### src/rtl/core/assert_macros.svh
// Assertion macros shared by the RTL of the run-length decoder.
// Depends on nothing; define NO_ASSERTIONS to compile the checks out.
`ifndef ASSERT_MACROS_SVH
`define ASSERT_MACROS_SVH

`ifndef NO_ASSERTIONS

// Same-cycle implication, disabled while reset is low.
`define ORDL_ASSERT_IMPL(label, clk, rst_n, ante, cons, msg) \
    label: assert property (@(posedge clk) disable iff (!(rst_n)) (ante) |-> (cons)) \
        else $error(msg);

// Next-cycle implication, disabled while reset is low.
`define ORDL_ASSERT_NEXT(label, clk, rst_n, ante, cons, msg) \
    label: assert property (@(posedge clk) disable iff (!(rst_n)) (ante) |=> (cons)) \
        else $error(msg);

`else

`define ORDL_ASSERT_IMPL(label, clk, rst_n, ante, cons, msg)
`define ORDL_ASSERT_NEXT(label, clk, rst_n, ante, cons, msg)

`endif

`endif

### src/rtl/core/ordl_pkg.sv
// Types and fixed constants of the run-length decoder.
// Depends on nothing; used by the cell walker, the top level and the testbench.
`timescale 1ns / 1ps
`default_nettype none

package ordl_pkg;

    localparam int ROW_W  = 5;
    localparam int COL_W  = 6;
    localparam int ADDR_W = 11;
    localparam int CODE_W = 9;
    localparam int BYTE_W = 8;
    localparam int CNT_W  = 9;
    localparam int RUN_W  = 6;

    localparam logic [BYTE_W-1:0] BYTE_ESCAPE = 8'h00;
    localparam logic [BYTE_W-1:0] BYTE_BANK   = 8'hff;
    localparam logic [CNT_W-1:0]  COUNT_SAT   = 9'h1ff;
    localparam int                CTRL_BANK_BIT  = 6;
    localparam int                CTRL_BLINK_BIT = 7;

    typedef enum logic [1:0] {
        PH_PLAIN,
        PH_CTRL,
        PH_RUNCH,
        PH_BANKCH
    } t_phase;

    typedef enum logic [1:0] {
        ST_IDLE,
        ST_RUN,
        ST_FLUSH
    } t_state;

    typedef struct packed {
        logic              start_req;
        logic [BYTE_W-1:0] data_byte;
        logic [ROW_W-1:0]  start_row;
        logic [COL_W-1:0]  start_col;
        logic [ROW_W-1:0]  grid_rows;
        logic [COL_W-1:0]  grid_cols;
        logic [ROW_W-1:0]  wrap_rows;
    } t_in_item;

    typedef struct packed {
        logic [ADDR_W-1:0] cell_address;
        logic [CODE_W-1:0] char_code;
        logic              blink_on;
        logic              frame_complete;
        logic              last;
    } t_out_item;

    typedef struct packed {
        logic             load;
        logic             advance;
        logic [ROW_W-1:0] row;
        logic [COL_W-1:0] col;
        logic [COL_W-1:0] cols;
        logic [ROW_W-1:0] wrap;
    } t_walk_ctl;

    typedef struct packed {
        logic [ADDR_W-1:0] addr;
        logic              in_store;
        logic              frame;
    } t_walk_stat;

endpackage

`default_nettype wire

### src/rtl/core/ordl_stream_if.sv
// Valid/ready stream channel carrying one payload struct per request.
// Depends on nothing; the payload type comes from ordl_pkg at instantiation.
`timescale 1ns / 1ps
`default_nettype none

interface ordl_stream_if #(
    parameter type t_payload = logic
);
    logic     valid;
    logic     ready;
    t_payload payload;

    modport source (output valid, output payload, input ready);
    modport sink   (input valid, input payload, output ready);
endinterface

`default_nettype wire

### src/rtl/core/ordl_cell_walker.sv
// Cursor unit: holds the row/column position, forms the cell address and
// steps the cursor with column and row wrap. Depends on ordl_pkg.
`timescale 1ns / 1ps
`default_nettype none

module ordl_cell_walker #(
    parameter int LINE_STRIDE = 64,
    parameter int MAX_ROWS    = 32
) (
    input  logic                   i_clk,
    input  logic                   i_rst_n,
    input  ordl_pkg::t_walk_ctl    i_ctl,
    output ordl_pkg::t_walk_stat   o_stat
);
    import ordl_pkg::*;

    localparam int FULL_W = ADDR_W + 1;
    localparam logic [FULL_W-1:0] STORE_END = FULL_W'(MAX_ROWS * LINE_STRIDE);

    logic [ROW_W-1:0]  r_row, n_row;
    logic [COL_W-1:0]  r_col, n_col;
    logic [COL_W-1:0]  r_cols;
    logic [ROW_W-1:0]  r_wrap;
    logic [FULL_W-1:0] w_addr;
    logic              w_frame;

    always_comb begin
        w_addr = FULL_W'(r_row) * FULL_W'(LINE_STRIDE) + FULL_W'(r_col);
    end

    // Step the column; wrap into the next row, and the row at the wrap count.
    always_comb begin
        n_col   = r_col + 1'b1;
        n_row   = r_row;
        w_frame = 1'b0;
        if (n_col == r_cols) begin
            n_col = '0;
            n_row = r_row + 1'b1;
            if (n_row == r_wrap) begin
                n_row   = '0;
                w_frame = 1'b1;
            end
        end
    end

    always_ff @(posedge i_clk) begin
        if (!i_rst_n) begin
            r_row  <= '0;
            r_col  <= '0;
            r_cols <= '0;
            r_wrap <= '0;
        end else if (i_ctl.load) begin
            r_row  <= i_ctl.row;
            r_col  <= i_ctl.col;
            r_cols <= i_ctl.cols;
            r_wrap <= i_ctl.wrap;
        end else if (i_ctl.advance) begin
            r_row <= n_row;
            r_col <= n_col;
        end
    end

    assign o_stat.addr     = w_addr[ADDR_W-1:0];
    assign o_stat.in_store = (w_addr < STORE_END);
    assign o_stat.frame    = w_frame;

endmodule

`default_nettype wire

### src/rtl/core/osd_run_length_decoder.sv
// Run-length decoder for screen character streams: top level with the token
// parser, write sequencer and output register. Depends on ordl_pkg,
// ordl_stream_if, ordl_cell_walker and assert_macros.svh.
//
// A start request opens a message at the given row and column and latches the
// column count and wrap row count; a start outside the grid leaves the message
// closed. Data requests are parsed one byte at a time: byte 0 escapes into a
// control byte (run count in bits 5..0, zero closes the message, bits 6 and 7
// toggle bank and blink), byte 255 toggles the bank from the next character,
// and any other byte is one literal character. Each character write gives a
// cell address, a 9-bit code with the bank in bit 8, the blink flag and a
// frame flag when the row wraps at the wrap count; last marks the final write
// of the request. Writes at or beyond MAX_ROWS * LINE_STRIDE are dropped but
// still move the cursor. After BYTE_LIMIT bytes no new token starts.
// Sequence: a request that writes a run of cells is accepted, then each cell is
// stepped through the single shared cursor unit (ordl_cell_walker), then the
// held write is flushed with its last flag. The input is not ready while a run
// is in progress, and a stalled output holds the sequencer once the one-write
// hold slot is full.
`timescale 1ns / 1ps
`default_nettype none

`include "assert_macros.svh"

module osd_run_length_decoder #(
    parameter int LINE_STRIDE = 64,
    parameter int MAX_ROWS    = 32,
    parameter int BYTE_LIMIT  = 395
) (
    input  logic           i_clk,
    input  logic           i_rst_n,
    ordl_stream_if.sink    i_in,
    ordl_stream_if.source  o_out
);
    import ordl_pkg::*;

    // Sequencer state.
    t_state r_state, n_state;

    // Token parser state.
    t_phase            r_phase, n_phase;
    logic              r_active, n_active;
    logic              r_bank, n_bank;
    logic              r_blink, n_blink;
    logic [RUN_W-1:0]  r_pending, n_pending;
    logic [CNT_W-1:0]  r_bytes, n_bytes;

    // Run in progress.
    logic [RUN_W-1:0]  r_left;
    logic [BYTE_W-1:0] r_char;

    // One write held back until the next one shows whether it is the last.
    logic              r_hold_valid;
    t_out_item         r_hold;
    logic              r_out_valid;
    t_out_item         r_out;

    t_in_item          w_in;
    logic              w_accept;
    logic              w_launch;
    logic [RUN_W-1:0]  w_count;
    logic              w_out_free;
    logic              w_emit;
    logic              w_step_go;
    logic              w_push;
    logic              w_push_last;
    t_out_item         w_new;
    t_out_item         w_out_next;
    t_walk_ctl         w_walk_ctl;
    t_walk_stat        w_walk_stat;

    assign w_in       = i_in.payload;
    assign w_accept   = i_in.valid && i_in.ready;
    assign w_out_free = !r_out_valid || o_out.ready;

    // Token decode of one accepted start or data request.
    always_comb begin
        n_phase   = r_phase;
        n_active  = r_active;
        n_bank    = r_bank;
        n_blink   = r_blink;
        n_pending = r_pending;
        n_bytes   = r_bytes;
        w_launch  = 1'b0;
        w_count   = RUN_W'(1);
        if (w_in.start_req) begin
            n_phase   = PH_PLAIN;
            n_bank    = 1'b0;
            n_blink   = 1'b0;
            n_pending = '0;
            n_bytes   = '0;
            n_active  = (w_in.start_row < w_in.grid_rows) &&
                        (w_in.start_col < w_in.grid_cols);
        end else if (r_active) begin
            if (r_phase == PH_PLAIN && r_bytes >= CNT_W'(BYTE_LIMIT)) begin
                // Limit reached between tokens: close and drop the byte.
                n_active = 1'b0;
            end else begin
                if (r_bytes != COUNT_SAT) begin
                    n_bytes = r_bytes + 1'b1;
                end
                unique case (r_phase)
                    PH_PLAIN: begin
                        if (w_in.data_byte == BYTE_ESCAPE) begin
                            n_phase = PH_CTRL;
                        end else if (w_in.data_byte == BYTE_BANK) begin
                            n_bank  = !r_bank;
                            n_phase = PH_BANKCH;
                        end else begin
                            w_launch = 1'b1;
                        end
                    end
                    PH_CTRL: begin
                        n_pending = w_in.data_byte[RUN_W-1:0];
                        if (w_in.data_byte[RUN_W-1:0] == '0) begin
                            n_active = 1'b0;
                            n_phase  = PH_PLAIN;
                        end else begin
                            n_bank  = r_bank ^ w_in.data_byte[CTRL_BANK_BIT];
                            n_blink = r_blink ^ w_in.data_byte[CTRL_BLINK_BIT];
                            n_phase = PH_RUNCH;
                        end
                    end
                    PH_RUNCH: begin
                        n_phase  = PH_PLAIN;
                        w_launch = 1'b1;
                        w_count  = r_pending;
                    end
                    PH_BANKCH: begin
                        n_phase  = PH_PLAIN;
                        w_launch = 1'b1;
                    end
                endcase
            end
        end
    end

    // Next state of the write sequencer.
    always_comb begin
        n_state = r_state;
        unique case (r_state)
            ST_IDLE: begin
                if (w_accept && w_launch) begin
                    n_state = ST_RUN;
                end
            end
            ST_RUN: begin
                if (w_step_go && r_left == RUN_W'(1)) begin
                    n_state = ST_FLUSH;
                end
            end
            ST_FLUSH: begin
                if (!r_hold_valid || w_out_free) begin
                    n_state = ST_IDLE;
                end
            end
            default: begin
                n_state = ST_IDLE;
            end
        endcase
    end

    // Sequencer outputs: cursor control, hold and push decisions.
    always_comb begin
        w_new.cell_address   = w_walk_stat.addr;
        w_new.char_code      = {r_bank, r_char};
        w_new.blink_on       = r_blink;
        w_new.frame_complete = w_walk_stat.frame;
        w_new.last           = 1'b0;
        w_emit               = w_walk_stat.in_store;
        w_step_go            = 1'b0;
        w_push               = 1'b0;
        w_push_last          = 1'b0;
        unique case (r_state)
            ST_IDLE: begin
            end
            ST_RUN: begin
                // Stall only when a new write must displace a held one.
                w_step_go = !(w_emit && r_hold_valid && !w_out_free);
                w_push    = w_step_go && w_emit && r_hold_valid;
            end
            ST_FLUSH: begin
                w_push      = r_hold_valid && w_out_free;
                w_push_last = 1'b1;
            end
            default: begin
            end
        endcase
        w_out_next         = r_hold;
        w_out_next.last    = w_push_last;
        w_walk_ctl.load    = w_accept && w_in.start_req;
        w_walk_ctl.advance = w_step_go;
        w_walk_ctl.row     = w_in.start_row;
        w_walk_ctl.col     = w_in.start_col;
        w_walk_ctl.cols    = w_in.grid_cols;
        w_walk_ctl.wrap    = w_in.wrap_rows;
    end

    ordl_cell_walker #(
        .LINE_STRIDE (LINE_STRIDE),
        .MAX_ROWS    (MAX_ROWS)
    ) u_walker (
        .i_clk   (i_clk),
        .i_rst_n (i_rst_n),
        .i_ctl   (w_walk_ctl),
        .o_stat  (w_walk_stat)
    );

    // Control state.
    always_ff @(posedge i_clk) begin
        if (!i_rst_n) begin
            r_state      <= ST_IDLE;
            r_phase      <= PH_PLAIN;
            r_active     <= 1'b0;
            r_bank       <= 1'b0;
            r_blink      <= 1'b0;
            r_pending    <= '0;
            r_bytes      <= '0;
            r_left       <= '0;
            r_hold_valid <= 1'b0;
            r_out_valid  <= 1'b0;
        end else begin
            r_state <= n_state;
            if (w_accept) begin
                r_phase   <= n_phase;
                r_active  <= n_active;
                r_bank    <= n_bank;
                r_blink   <= n_blink;
                r_pending <= n_pending;
                r_bytes   <= n_bytes;
            end
            if (w_accept && w_launch) begin
                r_left <= w_count;
            end else if (w_step_go) begin
                r_left <= r_left - 1'b1;
            end
            if (w_step_go && w_emit) begin
                r_hold_valid <= 1'b1;
            end else if (w_push) begin
                r_hold_valid <= 1'b0;
            end
            if (w_push) begin
                r_out_valid <= 1'b1;
            end else if (o_out.ready) begin
                r_out_valid <= 1'b0;
            end
        end
    end

    // Payload registers.
    always_ff @(posedge i_clk) begin
        if (w_accept && w_launch) begin
            r_char <= w_in.data_byte;
        end
        if (w_step_go && w_emit) begin
            r_hold <= w_new;
        end
        if (w_push) begin
            r_out <= w_out_next;
        end
    end

    assign i_in.ready    = (r_state == ST_IDLE);
    assign o_out.valid   = r_out_valid;
    assign o_out.payload = r_out;

    // Accepting a request means no write is still held back.
    `ORDL_ASSERT_IMPL(a_idle_hold_empty, i_clk, i_rst_n, i_in.ready, !r_hold_valid, "write held while ready")
    // A run in progress always has cells left to write.
    `ORDL_ASSERT_IMPL(a_run_left, i_clk, i_rst_n, r_state == ST_RUN, r_left != '0, "run with zero count")
    // The final cell of a run hands over to the flush step.
    `ORDL_ASSERT_NEXT(a_run_to_flush, i_clk, i_rst_n, (r_state == ST_RUN) && w_step_go && (r_left == RUN_W'(1)), r_state == ST_FLUSH, "run end missed flush")

endmodule

`default_nettype wire

### src/flat_wrapper.sv
// flat-port wrapper written by rule: the top's interface ports become plain ports
module osd_run_length_decoder_flat import ordl_pkg::*;
#(
    parameter int LINE_STRIDE = 64,
    parameter int MAX_ROWS    = 32,
    parameter int BYTE_LIMIT  = 395
)
  (i_clk, i_rst_n, i_in_valid, i_in_payload, i_in_ready, o_out_valid, o_out_payload, o_out_ready);
  ordl_stream_if #(.t_payload(t_in_item)) i_in_i ();
  ordl_stream_if #(.t_payload(t_out_item)) o_out_i ();
  input  logic i_clk;
  input  logic i_rst_n;
  input wire logic [$bits(i_in_i.valid)-1:0] i_in_valid;
  input wire logic [$bits(i_in_i.payload)-1:0] i_in_payload;
  output wire logic [$bits(i_in_i.ready)-1:0] i_in_ready;
  output wire logic [$bits(o_out_i.valid)-1:0] o_out_valid;
  output wire logic [$bits(o_out_i.payload)-1:0] o_out_payload;
  input wire logic [$bits(o_out_i.ready)-1:0] o_out_ready;
  assign i_in_i.valid = i_in_valid;
  assign i_in_i.payload = i_in_payload;
  assign i_in_ready = i_in_i.ready;
  assign o_out_valid = o_out_i.valid;
  assign o_out_payload = o_out_i.payload;
  assign o_out_i.ready = o_out_ready;
  osd_run_length_decoder #(.LINE_STRIDE(LINE_STRIDE), .MAX_ROWS(MAX_ROWS), .BYTE_LIMIT(BYTE_LIMIT)) u_core (.i_clk(i_clk), .i_rst_n(i_rst_n), .i_in(i_in_i), .o_out(o_out_i));
endmodule
### config.mk
export PLATFORM = sky130hd
export DESIGN_NAME = osd_run_length_decoder_flat
export DESIGN_NICKNAME = d
export VERILOG_FILES = /design/src/rtl/core/ordl_pkg.sv /design/src/rtl/core/ordl_stream_if.sv /design/src/rtl/core/ordl_cell_walker.sv /design/src/rtl/core/osd_run_length_decoder.sv /design/src/flat_wrapper.sv
export VERILOG_INCLUDE_DIRS = /design/src /design/src/rtl/core
export SDC_FILE = /design/constraint.sdc
export NUM_CORES = 1
export LEC_CHECK = 0
export BUFFER_PORTS_ARGS = -buffer_cell sky130_fd_sc_hd__buf_4
export CORE_UTILIZATION = 30
export DETAILED_ROUTE_END_ITERATION = 10
export HOLD_SLACK_MARGIN = 0.12
export PLACE_DENSITY = 0.52
export SKIP_CTS_REPAIR_TIMING = 1
export SLEW_MARGIN = 20
export SYNTH_ARGS = -nofsm -noshare
export SYNTH_HDL_FRONTEND = slang
export SYNTH_SLANG_ARGS = --single-unit
### constraint.sdc
create_clock -name i_clk -period 6.05 [get_ports i_clk]
set_input_delay 0.605 -clock i_clk [delete_from_list [all_inputs] [get_ports i_clk]]
set_output_delay 0.605 -clock i_clk [all_outputs]
set_load 0.01 [all_outputs]
==> qor_table.md <==
| Group | Metric | Value |
| --- | --- | --- |
| place | Number of buffer cells added on primary ports | 64 |
| logic synthesis | Count of different cell masters after synthesis | 45 |
| status | Failing checks | design-rule violations |
| cts | Clock Tree Root | sky130_fd_sc_hd__clkbuf_16 |
| status | Status | finished, violations left |
| setup path | Peak fanout along the critical path | 12 |
| sta | Final clock period utilization by the worst path | 47.76% |
| drt | Via count | 3266 |
| setup path | Critical R2R Launch | u_core.r_bytes[0] |
| die | Die Wd | 125.4 um |
| logic synthesis | Most area-consuming cells after synthesis | sky130_fd_sc_hd__edfxtp_1, sky130_fd_sc_hd__dfxtp_1, sky130_fd_sc_hd__nand2_1 |
| die | Core ar. | 14700 um2 |
| die | Die extent in y | 125.4 um |
| logic synthesis | Post-Synthesis Cells | 435 |
| layout | Number of diodes added for antenna fixing | 0 |
| logic synthesis | Synth Area per Inst | 10.50 um2 |
| logic synthesis | Number of synthesized flops with an enable pin | 53 |
| global routing | Pin count of the biggest net entering global routing | 37 |
| die | Row count | 44 |
| place | Dpl hpwl | 7112 um |
| run | Reported max-cap violation count | 0 |
| drt | Per-cell via count in the routed design | 4.768 |
| setup path | Critical path buffers and inverters | 1 |
| setup path | Chain of cells forming the critical path | ha_1 > a211o_1 > a2111o_1 > a21oi_1 > o2111ai_1 > inv_1 > nand3_1 > a21oi_1 |
| sta | Worst slew margin | 31.71% |
| sta | Final number of setup-violating endpoints | 0 |
| setup path | CP Launch Point | u_core.r_bytes[0] |
| layout | Post-Route Utilization | 37.84% |
| sta | Accumulated negative setup slack | 0 ns |
| cts | Clock buffer depth | 2 |
| die | Starting utilization of the core area | 31.07% |
| drt | Post-Route WL | 9853 um |
| layout | Growth of design area from synthesis to finish | 21.81% |
| setup path | Largest stage delay on the critical path | 0.54 ns |
| die | Full die area | 15720 um2 |
| global routing | First-pass GRT wire length | 15860 um |
| sta | Final count of pins violating max slew | 0 |
| drt | First-pass detailed-route iteration total | 9 |
| global routing | Number of global-route vias before repair | 3134 |
| logic synthesis | Part of the Yosys area used for sequential elements | 57.64% |
| pwr | Maximum resistive drop on vdd | 0.1427 mV |
| cts | CTS H-Tree Depth | 3 |
| setup path | Cell with the largest stage delay on the worst path | sky130_fd_sc_hd__inv_1 |
| cts | TritonCTS clock tree | built |
| sta | Actual transition at the worst max-transition pin | 1.022 ns |
| logic synthesis | Synth top area share | 34.85% |
| pwr | Static Leakage | 2.154 nW |
| drt | Number of nets with antenna violations after detailed routing | 0 |
| logic synthesis | Net count of the mapped netlist | 493 |
| hold path | Worst Min Path Start | u_core.r_hold[14] |
| cts | # clock sinks | 105 |
| global routing | Overall fraction of global-route tracks in use | 13.04% |
| setup path | Req. time, crit path | 6.32 ns |
| drt | Post-DR wirelength/cell | 14.38 um |
| sta | RSZ-0062 raised after global routing | no |
| sta | Setup skew after layout | 0.007358 ns |
| setup path | Worst setup EP type | flip-flop |
| sta | Final Hold Vio Count | 0 |
| global routing | Global route total overflow | 0 |
| pwr | Power Density | 276.3 nW/um2 |
| layout | Proportion of layout cells with a drive suffix above 1 | 17.17% |
| layout | Number of nets in the final layout | 554 |
| place | Final weighted congestion in routability-driven placement | 0.7612 |
| sta | Achievable frequency | 346.1 MHz |
| setup path | Crit path max-delay family | compound AO/OA/AOI/OAI gates |
| cts | Total CTS buffers | 9 |
| drt | DRC violations left | 5 |
| die | I/O pin total | 65 |
| logic synthesis | Area of the mapped netlist | 4567 um2 |
| setup path | Startpoint type of the worst setup path | flip-flop |
| logic synthesis | Synth warn | 0 |
| logic synthesis | Proportion of register bits with asynchronous set or reset after synthesis | 0% |
| cts | Clock slew at the register clock pins of the worst setup and hold paths | 0.07 ns |
| logic synthesis | Flops & latches, synth | 105 |
| cts | Later-pin clock latency in the skew report | 0.35 ns |
| global routing | Initial antenna violation count | 0 |
| logic synthesis | Synth area leader | sky130_fd_sc_hd__edfxtp_1 |
| layout | Number of inserted filler cells in the final layout | 1435 |
| drt | Number of DRC violations after detailed-routing iteration 0 | 191 |
| sta | Post-layout min period | 2.890 ns |
| hold path | Path category of the worst min-delay check | reg2reg |
| setup path | Data arrival, critical path | 3.16 ns |
| setup path | Worst setup path class | reg2reg |
| logic synthesis | Most frequently used flop master after synthesis | sky130_fd_sc_hd__edfxtp_1 |
| setup path | Cell occurring most often along the worst timing path | sky130_fd_sc_hd__a21oi_1 |
[power breakdown]
part           switching (W)  leakage [nW]  internal (W)
clock network       0.000258         0.159      0.000386
registers          0.0000139         0.914      0.000760
logic              0.0000665          1.08     0.0000529
[registers in the layout, indices dropped and copies added, names as in the netlist, 2 cells and up]
signal                  cells
u_core.o_out.payload       23
u_core.r_hold              22
u_core.r_bytes              9
u_core.r_char               8
u_core.r_left               6
u_core.r_pending            6
u_core.u_walker.r_col       6
u_core.u_walker.r_cols      6
u_core.u_walker.r_row       5
u_core.u_walker.r_wrap      5
u_core.r_phase              2
u_core.r_state              2
[worst paths after layout]
kind / endpoint / slack (ns) / cells after the start
setup / recovery: u_core.r_left[1] / 3.16 / 8
hold / removal: u_core.o_out.payload[14] / 0.42 / 0
setup reg to reg: u_core.r_left[1] / 3.16 / 8
hold reg to reg: u_core.o_out.payload[14] / 0.42 / 0
[area by class of cell]
cell class / count / area (um2) / area share [%]
clock inverter: 4 / 76.32 / 1.372
clock buffer: 12 / 256.5 / 4.611
timing repair buffer: 67 / 503.0 / 9.042
multi-input combinational: 295 / 1797 / 32.30
sequential: 105 / 2633 / 47.32
tap: 184 / 230.2 / 4.139
inverter: 18 / 67.56 / 1.215
[worst register-to-register path, stage by stage (launching register included)]
cell and delay [ns]:
sky130_fd_sc_hd__dfxtp_1 0.37, sky130_fd_sc_hd__ha_1 0.28, sky130_fd_sc_hd__a211o_1 0.24, sky130_fd_sc_hd__a2111o_1 0.44, sky130_fd_sc_hd__a21oi_1 0.20, sky130_fd_sc_hd__o2111ai_1 0.46
sky130_fd_sc_hd__inv_1 0.54, sky130_fd_sc_hd__nand3_1 0.14, sky130_fd_sc_hd__a21oi_1 0.15
[Yosys cell counts, types with 3 or more instances]
master,instances
sky130_fd_sc_hd__nand2b_1,4
sky130_fd_sc_hd__a21oi_1,26
sky130_fd_sc_hd__ha_1,18
sky130_fd_sc_hd__nand4_1,11
sky130_fd_sc_hd__nor2_1,26
sky130_fd_sc_hd__o21ai_1,6
sky130_fd_sc_hd__dfxtp_1,52
sky130_fd_sc_hd__xnor2_1,10
sky130_fd_sc_hd__nor2b_1,6
sky130_fd_sc_hd__a21boi_0,3
sky130_fd_sc_hd__mux2i_1,5
sky130_fd_sc_hd__o211ai_1,5
sky130_fd_sc_hd__nand3_1,29
sky130_fd_sc_hd__a31oi_1,4
sky130_fd_sc_hd__a211oi_1,3
sky130_fd_sc_hd__o21ai_0,20
sky130_fd_sc_hd__clkbuf_1,14
sky130_fd_sc_hd__nand2_1,68
sky130_fd_sc_hd__and3_1,7
sky130_fd_sc_hd__nor3_1,4
sky130_fd_sc_hd__edfxtp_1,53
sky130_fd_sc_hd__xor2_1,20
sky130_fd_sc_hd__inv_1,16
[layout by cell type, fill, tap and decap left out, drive strengths merged, types with 4 or more instances in the layout]
master	n
nor3	4
nand3	29
clkbuf	12
a21oi	26
ha	18
nor2b	6
o21ai	26
a31oi	4
nand4	11
xnor2	10
dfxtp	52
buf	67
edfxtp	53
and3	7
a211oi	4
o211ai	5
nand2	68
xor2	20
nand2b	4
inv	16
mux2i	5
nor2	26
[cell families after synthesis]
family	share of synthesized area [%]
AND/OR/NAND/NOR	16.60
flip-flops	57.64
AO/OA/AOI/OAI	10.41
buffers and inverters	3.068
XOR/XNOR	6.246
adder cells (fa/ha/maj)	4.932
multiplexers	1.096
[per-layer routing]
metal  vias up  GRT usage, %  wire (um)
met5         -             0          0
met4         0         5.165        169
li1       1660             -          -
met3        11         2.653        349
met1      1534         17.27       4755
met2        61         20.90       4579
[per-stage QoR]
| stage | instance area (um2) | total power, W | worst slack (ns) | cells | hold slack [ns] |
|---|---|---|---|---|---|
| floorplan | 4567 | 0.0008625 | 3.500 | 435 | 0.4003 |
| global placement | 5230 | 0.0009083 | 3.238 | 669 | 0.4017 |
| detailed placement | 5230 | 0.0009102 | 3.224 | 669 | 0.4057 |
| CTS | 5563 | 0.001550 | 3.190 | 685 | 0.4216 |
| global route | 5563 | 0.001595 | 2.847 | 685 | 0.4276 |
| finish | 5563 | 0.001537 | 3.160 | 685 | 0.4197 |
No activity file was read; power rests on OpenSTA's default activity.
